File: config.mk
export PLATFORM = sky130hd
export DESIGN_NAME = charger_status_frame_parser_top
export DESIGN_NICKNAME = d
export VERILOG_FILES = /design/src/sv/csfp_pkg.sv /design/src/sv/charger_status_frame_parser_top.sv
export SDC_FILE = /design/constraint.sdc
export NUM_CORES = 2
export LEC_CHECK = 0
export ABC_AREA = 1
export BUFFER_PORTS_ARGS = -buffer_cell sky130_fd_sc_hd__buf_2
export CAP_MARGIN = 20
export CORE_AREA = 2 2 378 305
export CTS_BUF_LIST = sky130_fd_sc_hd__clkbuf_4 sky130_fd_sc_hd__clkbuf_8 sky130_fd_sc_hd__clkbuf_16
export CTS_CLUSTER_SIZE = 16
export DETAILED_ROUTE_END_ITERATION = 8
export DIE_AREA = 0 0 380 307
export PLACE_DENSITY = 0.68
export SLEW_MARGIN = 15
export SYNTH_ARGS = -nofsm -noshare
export SYNTH_HDL_FRONTEND = slang
export SYNTH_SLANG_ARGS = --single-unit
File: constraint.sdc
create_clock -name clk -period 10.05 [get_ports clk]
set_input_delay 0.5025 -clock clk [delete_from_list [all_inputs] [get_ports clk]]
set_output_delay 0.5025 -clock clk [all_outputs]
set_load 0.005 [all_outputs]
File: src/sv/csfp_pkg.sv
// ---------------------------------------------------------------------------
// csfp_pkg
// shared constants, codes and field offset tables of the charger status
// frame parser
// ---------------------------------------------------------------------------
`default_nettype none

package csfp_pkg;

  localparam logic [7:0]  SYNC_BYTE      = 8'hAA;
  localparam logic [7:0]  RESP_CODE      = 8'h03;
  localparam logic [7:0]  ITEM_STATUS    = 8'h00;
  localparam logic [7:0]  ITEM_LOG       = 8'h02;
  localparam logic [8:0]  STATUS_MIN_LEN = 9'd35;
  localparam logic [8:0]  LOG_MIN_LEN    = 9'd53;
  localparam logic [8:0]  STORE_DEPTH    = 9'd52;
  localparam logic [8:0]  HDR_LEN        = 9'd7;
  localparam logic [8:0]  PAY_POS        = 9'd6;
  localparam logic [8:0]  CODE_POS       = 9'd3;
  localparam logic [8:0]  ITEM_POS       = 9'd4;
  localparam logic [8:0]  CNT_MAX        = 9'd511;
  localparam logic [15:0] IDLE_MAX       = 16'hFFFF;
  localparam logic [15:0] TIMEOUT_RST    = 16'd500;
  localparam logic [3:0]  STAT_LAST      = 4'd10;
  localparam logic [3:0]  LOG_LAST       = 4'd5;

  localparam int MEM_DEPTH = 32;
  localparam int MEM_AW    = $clog2(MEM_DEPTH);

  typedef enum logic [2:0] {
    FS_STAT_FIELD = 3'd0,
    FS_LOG_FIELD  = 3'd1,
    FS_BAD_CODE   = 3'd2,
    FS_CHECKSUM   = 3'd3,
    FS_UNKNOWN    = 3'd4,
    FS_SHORT      = 3'd5,
    FS_TIMEOUT    = 3'd6
  } fstat_t;

  typedef enum logic [2:0] {
    JOB_ERR  = 3'b001,
    JOB_STAT = 3'b010,
    JOB_LOG  = 3'b100
  } job_kind_t;

  // byte offset of a 16-bit status field
  function automatic logic [5:0] stat_off(input logic [3:0] idx);
    logic [5:0] off;
    case (idx)
      4'd0:    off = 6'd8;
      4'd1:    off = 6'd10;
      4'd2:    off = 6'd12;
      4'd3:    off = 6'd14;
      4'd4:    off = 6'd18;
      4'd5:    off = 6'd20;
      4'd6:    off = 6'd22;
      4'd7:    off = 6'd24;
      4'd8:    off = 6'd26;
      4'd9:    off = 6'd28;
      4'd10:   off = 6'd30;
      default: off = 6'd8;
    endcase
    return off;
  endfunction

  // byte offset of a 32-bit log field
  function automatic logic [5:0] log_off(input logic [3:0] idx);
    logic [5:0] off;
    case (idx)
      4'd0:    off = 6'd20;
      4'd1:    off = 6'd28;
      4'd2:    off = 6'd36;
      4'd3:    off = 6'd40;
      4'd4:    off = 6'd44;
      4'd5:    off = 6'd48;
      default: off = 6'd20;
    endcase
    return off;
  endfunction

endpackage

`default_nettype wire

File: src/sv/charger_status_frame_parser_top.sv
// a frame-closing byte or timeout tick starts a job; its results pass the memory read
// and output registers, one per cycle from the single read port unless output stalls
// throughput: one request per cycle; a request that would start a new result burst
// waits while the previous burst is still being read out of the frame memory
// reset: synchronous active-low rst_n clears framing, counters and output valid and
// reloads the default timeout; the frame memory is not cleared
// ---------------------------------------------------------------------------
// charger_status_frame_parser_top
// frames serial bytes, checks code, checksum and length, decodes status and log
// fields from a two-bank word memory, while out_tready holds, one result per cycle
// ---------------------------------------------------------------------------
`default_nettype none

module charger_status_frame_parser_top (
  input  wire logic        clk,
  input  wire logic        rst_n,
  input  wire logic        in_tvalid,
  output logic             in_tready,
  input  wire logic [7:0]  in_tdata,   // rx_byte
  input  wire logic [0:0]  in_tuser,   // op
  output logic             out_tvalid,
  input  wire logic        out_tready,
  output logic [39:0]      out_tdata,  // field_index[3:0], field_value[35:4], zero fill
  output logic [2:0]       out_tuser,  // frame_status
  output logic             out_tlast,  // last
  input  wire logic        cfg_valid,
  output logic             cfg_ready,
  input  wire logic [15:0] cfg_data    // timeout_ticks
);
  import csfp_pkg::*;

  // framing state
  logic        in_frame_r, in_frame_nxt;
  logic [8:0]  byte_cnt_r, byte_cnt_nxt;
  logic [7:0]  pay_cnt_r, pay_cnt_nxt;
  logic [7:0]  sum_r, sum_nxt;
  logic [15:0] idle_cnt_r, idle_cnt_nxt;
  logic [7:0]  code_r, code_nxt;
  logic [7:0]  item_r, item_nxt;
  logic        bank_r, bank_nxt;
  logic [15:0] timeout_r;

  // result job
  logic        job_act_r, job_act_nxt;
  job_kind_t   job_kind_r, job_kind_nxt;
  fstat_t      job_stat_r, job_stat_nxt;
  logic        job_bank_r, job_bank_nxt;
  logic [3:0]  job_idx_r, job_idx_nxt;

  // read in flight
  logic        pend_r, pend_nxt;
  fstat_t      pend_stat_r, pend_stat_nxt;
  logic [3:0]  pend_idx_r, pend_idx_nxt;
  logic        pend_last_r, pend_last_nxt;
  logic        pend_half_r, pend_half_nxt;
  job_kind_t   pend_kind_r, pend_kind_nxt;

  // output register
  logic        out_valid_r, out_valid_nxt;
  logic [39:0] out_data_r, out_data_nxt;
  logic [2:0]  out_user_r, out_user_nxt;
  logic        out_last_r, out_last_nxt;

  // frame memory
  logic [31:0] mem_r [MEM_DEPTH];
  logic [31:0] rdata_r;

  logic        acc, op, start_byte, close, tmo, would_emit;
  logic [7:0]  c, sum_new, pay_new, code_new, item_new;
  logic [8:0]  cnt_base, cnt_inc;
  logic [7:0]  sum_base;
  logic [15:0] idle_inc;
  logic        wr_en;
  logic [MEM_AW-1:0] wr_addr, rd_addr;
  logic [1:0]  wr_lane;
  logic        issue, load;
  logic [3:0]  job_last;
  logic [5:0]  rd_off;
  logic [31:0] value;

  assign acc = in_tvalid && in_tready;
  assign op  = in_tuser[0];
  assign c   = in_tdata;

  assign cnt_base   = in_frame_r ? byte_cnt_r : 9'd0;
  assign sum_base   = in_frame_r ? sum_r : 8'd0;
  assign cnt_inc    = (cnt_base == CNT_MAX) ? cnt_base : cnt_base + 9'd1;
  assign sum_new    = sum_base + c;
  assign pay_new    = (cnt_inc == PAY_POS) ? c : pay_cnt_r;
  assign code_new   = (cnt_base == CODE_POS) ? c : code_r;
  assign item_new   = (cnt_base == ITEM_POS) ? c : item_r;
  assign start_byte = !op && (in_frame_r || c == SYNC_BYTE);
  assign close      = start_byte && cnt_inc > PAY_POS && cnt_inc == {1'b0, pay_new} + HDR_LEN;
  assign idle_inc   = (idle_cnt_r == IDLE_MAX) ? idle_cnt_r : idle_cnt_r + 16'd1;
  assign tmo        = op && in_frame_r && idle_inc >= timeout_r;
  assign would_emit = op ? tmo : close;

  assign in_tready = !job_act_r || !would_emit;
  assign cfg_ready = 1'b1;

  assign wr_en   = acc && start_byte && cnt_base < STORE_DEPTH;
  assign wr_addr = {bank_r, cnt_base[5:2]};
  assign wr_lane = cnt_base[1:0];

  assign job_last = (job_kind_r == JOB_STAT) ? STAT_LAST :
                    (job_kind_r == JOB_LOG)  ? LOG_LAST  : 4'd0;
  assign rd_off   = (job_kind_r == JOB_LOG) ? log_off(job_idx_r) : stat_off(job_idx_r);
  assign rd_addr  = {job_bank_r, rd_off[5:2]};
  assign load     = pend_r && (!out_valid_r || out_tready);
  assign issue    = job_act_r && (!pend_r || load);

  always_comb begin
    case (pend_kind_r)
      JOB_STAT: value = {16'd0, pend_half_r ? rdata_r[31:16] : rdata_r[15:0]};
      JOB_LOG:  value = rdata_r;
      default:  value = 32'd0;
    endcase
  end

  // framing and job start
  always_comb begin
    in_frame_nxt = in_frame_r;
    byte_cnt_nxt = byte_cnt_r;
    pay_cnt_nxt  = pay_cnt_r;
    sum_nxt      = sum_r;
    idle_cnt_nxt = idle_cnt_r;
    code_nxt     = code_r;
    item_nxt     = item_r;
    bank_nxt     = bank_r;
    job_act_nxt  = job_act_r;
    job_kind_nxt = job_kind_r;
    job_stat_nxt = job_stat_r;
    job_bank_nxt = job_bank_r;
    job_idx_nxt  = job_idx_r;

    if (issue) begin
      job_idx_nxt = job_idx_r + 4'd1;
      if (job_idx_r == job_last) begin
        job_act_nxt = 1'b0;
      end
    end

    if (acc) begin
      if (op) begin
        if (in_frame_r) begin
          idle_cnt_nxt = idle_inc;
          if (tmo) begin
            in_frame_nxt = 1'b0;
            byte_cnt_nxt = 9'd0;
            sum_nxt      = 8'd0;
            idle_cnt_nxt = 16'd0;
            job_act_nxt  = 1'b1;
            job_kind_nxt = JOB_ERR;
            job_stat_nxt = FS_TIMEOUT;
            job_idx_nxt  = 4'd0;
          end
        end
      end else begin
        idle_cnt_nxt = 16'd0;
        if (start_byte) begin
          in_frame_nxt = 1'b1;
          byte_cnt_nxt = cnt_inc;
          sum_nxt      = sum_new;
          pay_cnt_nxt  = pay_new;
          code_nxt     = code_new;
          item_nxt     = item_new;
          if (close) begin
            in_frame_nxt = 1'b0;
            byte_cnt_nxt = 9'd0;
            sum_nxt      = 8'd0;
            bank_nxt     = !bank_r;
            job_act_nxt  = 1'b1;
            job_bank_nxt = bank_r;
            job_idx_nxt  = 4'd0;
            job_kind_nxt = JOB_ERR;
            job_stat_nxt = FS_UNKNOWN;
            if (code_new != RESP_CODE) begin
              job_stat_nxt = FS_BAD_CODE;
            end else if (sum_new != 8'd0) begin
              job_stat_nxt = FS_CHECKSUM;
            end else if (item_new == ITEM_STATUS) begin
              if (cnt_inc < STATUS_MIN_LEN) begin
                job_stat_nxt = FS_SHORT;
              end else begin
                job_kind_nxt = JOB_STAT;
              end
            end else if (item_new == ITEM_LOG) begin
              if (cnt_inc < LOG_MIN_LEN) begin
                job_stat_nxt = FS_SHORT;
              end else begin
                job_kind_nxt = JOB_LOG;
              end
            end
          end
        end
      end
    end
  end

  // read in flight and output register
  always_comb begin
    pend_nxt      = pend_r;
    pend_stat_nxt = pend_stat_r;
    pend_idx_nxt  = pend_idx_r;
    pend_last_nxt = pend_last_r;
    pend_half_nxt = pend_half_r;
    pend_kind_nxt = pend_kind_r;
    out_valid_nxt = out_valid_r;
    out_data_nxt  = out_data_r;
    out_user_nxt  = out_user_r;
    out_last_nxt  = out_last_r;

    if (issue) begin
      pend_nxt      = 1'b1;
      pend_kind_nxt = job_kind_r;
      pend_half_nxt = rd_off[1];
      pend_last_nxt = (job_idx_r == job_last);
      case (job_kind_r)
        JOB_STAT: begin
          pend_stat_nxt = FS_STAT_FIELD;
          pend_idx_nxt  = job_idx_r;
        end
        JOB_LOG: begin
          pend_stat_nxt = FS_LOG_FIELD;
          pend_idx_nxt  = job_idx_r;
        end
        default: begin
          pend_stat_nxt = job_stat_r;
          pend_idx_nxt  = 4'd0;
        end
      endcase
    end else if (load) begin
      pend_nxt = 1'b0;
    end

    if (load) begin
      out_valid_nxt = 1'b1;
      out_data_nxt  = {4'd0, value, pend_idx_r};
      out_user_nxt  = pend_stat_r;
      out_last_nxt  = pend_last_r;
    end else if (out_tready) begin
      out_valid_nxt = 1'b0;
    end
  end

  always_ff @(posedge clk) begin
    if (!rst_n) begin
      in_frame_r  <= 1'b0;
      byte_cnt_r  <= 9'd0;
      pay_cnt_r   <= 8'd0;
      sum_r       <= 8'd0;
      idle_cnt_r  <= 16'd0;
      bank_r      <= 1'b0;
      timeout_r   <= TIMEOUT_RST;
      job_act_r   <= 1'b0;
      pend_r      <= 1'b0;
      out_valid_r <= 1'b0;
    end else begin
      in_frame_r  <= in_frame_nxt;
      byte_cnt_r  <= byte_cnt_nxt;
      pay_cnt_r   <= pay_cnt_nxt;
      sum_r       <= sum_nxt;
      idle_cnt_r  <= idle_cnt_nxt;
      bank_r      <= bank_nxt;
      job_act_r   <= job_act_nxt;
      pend_r      <= pend_nxt;
      out_valid_r <= out_valid_nxt;
      if (cfg_valid) begin
        timeout_r <= cfg_data;
      end
    end
  end

  always_ff @(posedge clk) begin
    code_r      <= code_nxt;
    item_r      <= item_nxt;
    job_kind_r  <= job_kind_nxt;
    job_stat_r  <= job_stat_nxt;
    job_bank_r  <= job_bank_nxt;
    job_idx_r   <= job_idx_nxt;
    pend_stat_r <= pend_stat_nxt;
    pend_idx_r  <= pend_idx_nxt;
    pend_last_r <= pend_last_nxt;
    pend_half_r <= pend_half_nxt;
    pend_kind_r <= pend_kind_nxt;
    out_data_r  <= out_data_nxt;
    out_user_r  <= out_user_nxt;
    out_last_r  <= out_last_nxt;
  end

  // frame memory, byte-lane write, registered read
  always_ff @(posedge clk) begin
    if (wr_en) begin
      mem_r[wr_addr][{wr_lane, 3'b000} +: 8] <= c;
    end
    if (issue) begin
      rdata_r <= mem_r[rd_addr];
    end
  end

  assign out_tvalid = out_valid_r;
  assign out_tdata  = out_data_r;
  assign out_tuser  = out_user_r;
  assign out_tlast  = out_last_r;

endmodule

`default_nettype wire

==> reports/results.ini <==
[die]
std_cell_rows = 111
die-area_um2 = 117000
initial_core_util_pct = 44.6
die_y_um = 307
ios = 77
core_um2 = 113000
die_w_um = 380

[synth]
postSynthCellCount = 3995
synth_area_leader_cell = edfxtp_1
synth.area.top_cells = edfxtp_1, nor2_1, o21ai_0
yosysWarnings = 0
ys_seq_area_share_pct = 70.0
avgSynthCellArea_um2 = 12.6
async_flop_share_pct = 0
synth_top_cell_area_share_pct = 67.2
synth_most_common_cell = edfxtp_1
syn_area_um2 = 50500
yosys_register_bits = 1201
synth_edf_count = 1131
synth_commonest_cells = edfxtp_1, nor2_1, o21ai_0
synth-main-ff-cell = edfxtp_1
synth_cell_types = 48

[clock_tree]
cts-resized-gates = 0
cts_tree = built
cts_buffers = 111
ctsLongestPathBuffers = 3
ctsHtreeMaxLevel = 3
clock_sinks = 1201
clk_pin_slew_ps = 60
clockRootBuffer = clkbuf_16
insertion_delay_ps = 720

[status]
status = finished, final reports clean

[route]
wire_per_inst_um = 22.8
wirelength_um = 133000
dr.first_iter.drc_count = 4315
first_pass_iters = 6
routed-via-count = 32800
drc = 0
drtAntennaViolNets = 0
vias_per_cell = 5.64

[cells_and_area]
utilization_pct = 50.3
n_fill_cell = 9749
diodes = 0
layout-drive-gt1-share_pct = 11.1
area_growth_syn_to_layout_pct = 12.8
final_nets = 4263

[placement]
dp_hpwl_um = 80600
portBuffers = 71
place_congestion = 0.909

[critical_path]
worstPathRequired_ps = 10380
crit_path_max_fanout = 82
cp-end-kind = flip-flop
critPathLaunch = in_frame_r
cpLargestDelayFamily = simple AND/OR/NAND/NOR gates
worstSetupPathType = flip-flop to flip-flop
startpoint_type = flip-flop
cp_num_buf_inv = 3
slowest_delay_ps = 840
timing.rr.start = in_frame_r
cpMaxStageDelayCell = nor3_1
reg2reg_depth = 27
reg2reg_setup_slack_ps = 2570
rr_endpoint = mem_r[8][19]
crit_arrival_ps = 7810

[sta]
min_period_ps = 7480
hold_violations = 0
fin_skew_ps = 31.0
clock.fmax_ghz = 0.134
fin_crit_sh_pct = 74.4
tns_ps = 0
rsz0062_at_grt = no
setup_viol = 0
tightest_slew_ps = 1090
relSlewSlack_pct = 26.9
slew_viol_final = 0

[power]
power.density_nw_per_um2 = 205
p_leak_nw = 20.2
ir_drop_v = 0.000151
total_power_mw = 11.7

[global_route]
track_usage_pct = 22.4
grt_max_degree = 184
antenna_found_initial = 2
grt_pass1_vias = 31000
grt_pass1_wl_um = 197000
overflow = 0

[hold_path]
holdCritPathClass = input port to flip-flop
hp-start = cfg_data[5]
hold-path-endpoint = timeout_r[5]
worstHoldPathCells = 3

[run]
drv_cap = 0

==> kinds of logic (layout without fill, tap and decap cells) <==
logic type | after synthesis | after routing | synth area share [%]
muxes | 167 | 167 | 3.31
xor gates and xnor gates | 18 | 18 | 0.312
AOI/OAI and AO/OA | 827 | 827 | 10.4
adders and majority gates | 38 | 38 | 0.956
other | 2 | 197 | 0.0149
buffers and inverters | 469 | 570 | 3.78
and+or+nand+nor | 1273 | 1273 | 11.2
DFF | 1201 | 1201 | 70.0
==> worst register-to-register path: cells and delay by family, from the launching register on <==
kind                     cells  cell delay [ps]
adder cells (fa/ha/maj)      2              580
flip-flops                   1              350
XOR/XNOR                     1              140
AND/OR/NAND/NOR             21             4720
buffers and inverters        3             1330
==> stage by stage <==
stage	cells	hold WS [ps]	instance area, um^2	worst slack, ps
6_report	5816	29.0	57000	2570
5_1_grt	5816	20.9	57000	2090
4_1_cts	5804	0.828	56900	2640
3_5_place_dp	5591	406	53100	2620
3_3_place_gp	5591	404	53100	2810
2_1_floorplan	4190	400	51200	5130
==> routing by layer <==
metal / wire, um / vias to the layer above / global-route usage (%)
li1: - / 15000 / -
met1: 57200 / 16000 / 32.8
met2: 57600 / 1573 / 33.1
met3: 14300 / 209 / 5.89
met4: 3400 / 0 / 5.92
met5: 0 / - / 0
==> worst max-delay path by stage <==
| stage | cells past startpoint | slack (ps) | end |
|---|---|---|---|
| floorplan | 31 | 5130 | mem_r[10][0] |
| global placement | 27 | 2810 | mem_r[3][0] |
| detailed placement | 27 | 2620 | mem_r[9][16] |
| CTS | 27 | 2640 | mem_r[9][23] |
| global route | 27 | 2090 | mem_r[9][23] |
| finish | 27 | 2570 | mem_r[8][19] |
==> power breakdown <==
| part | total [mW] | internal (mW) | switching, mW |
|---|---|---|---|
| clock network | 4.35 | 2.46 | 1.88 |
| registers | 5.56 | 5.52 | 0.0366 |
| logic | 1.79 | 0.520 | 1.27 |
==> final cells by class <==
cell class / count / area [um^2] / share of cell area, %
Inverter: 215 / 820 / 1.44
Multi-Input combinational cell: 2520 / 14200 / 24.9
Clock buffer: 127 / 2930 / 5.15
Clock inverter: 82 / 825 / 1.45
Tap cell: 1525 / 1910 / 3.35
Timing Repair Buffer: 146 / 951 / 1.67
Sequential cell: 1201 / 35400 / 62.1
==> what timing repair did <==
item                      4_1_cts  5_1_grt
setup buffers                   0        0
hold buffers                    4        0
hold endpoints to repair        4        0
==> state kept, by name, summed over array words and instances (netlist names), 3 cells and up, named ones only <==
name,flops
byte_cnt_r,9
code_r,8
idle_cnt_r,16
item_r,8
job_idx_r,4
job_kind_r,3
job_stat_r,3
mem_r,1024
out_tdata,36
out_tuser,3
pay_cnt_r,8
pend_idx_r,4
pend_kind_r,3
pend_stat_r,3
rdata_r,32
sum_r,8
timeout_r,16
==> cell usage in the layout (no fill, tap or decap), types with 21 or more instances in the layout <==
cell and count:
conb_1 197, ha_1 37, o22ai_1 32, inv_1 199, mux2i_1 167, o32ai_1 96, o211ai_1 65, o21ai_0 411
nand2_1 310, edfxtp_1 1131, buf_4 56, clkinv_2 27, buf_2 80, a31oi_1 34, o221ai_1 128, nor2_1 640
clkinv_1 26, a21oi_1 49, dfxtp_1 70, clkbuf_16 113, nand3_1 90, nor3_2 86, nor3_1 71, nand4_1 21
Power figures use the tool's default switching activity.
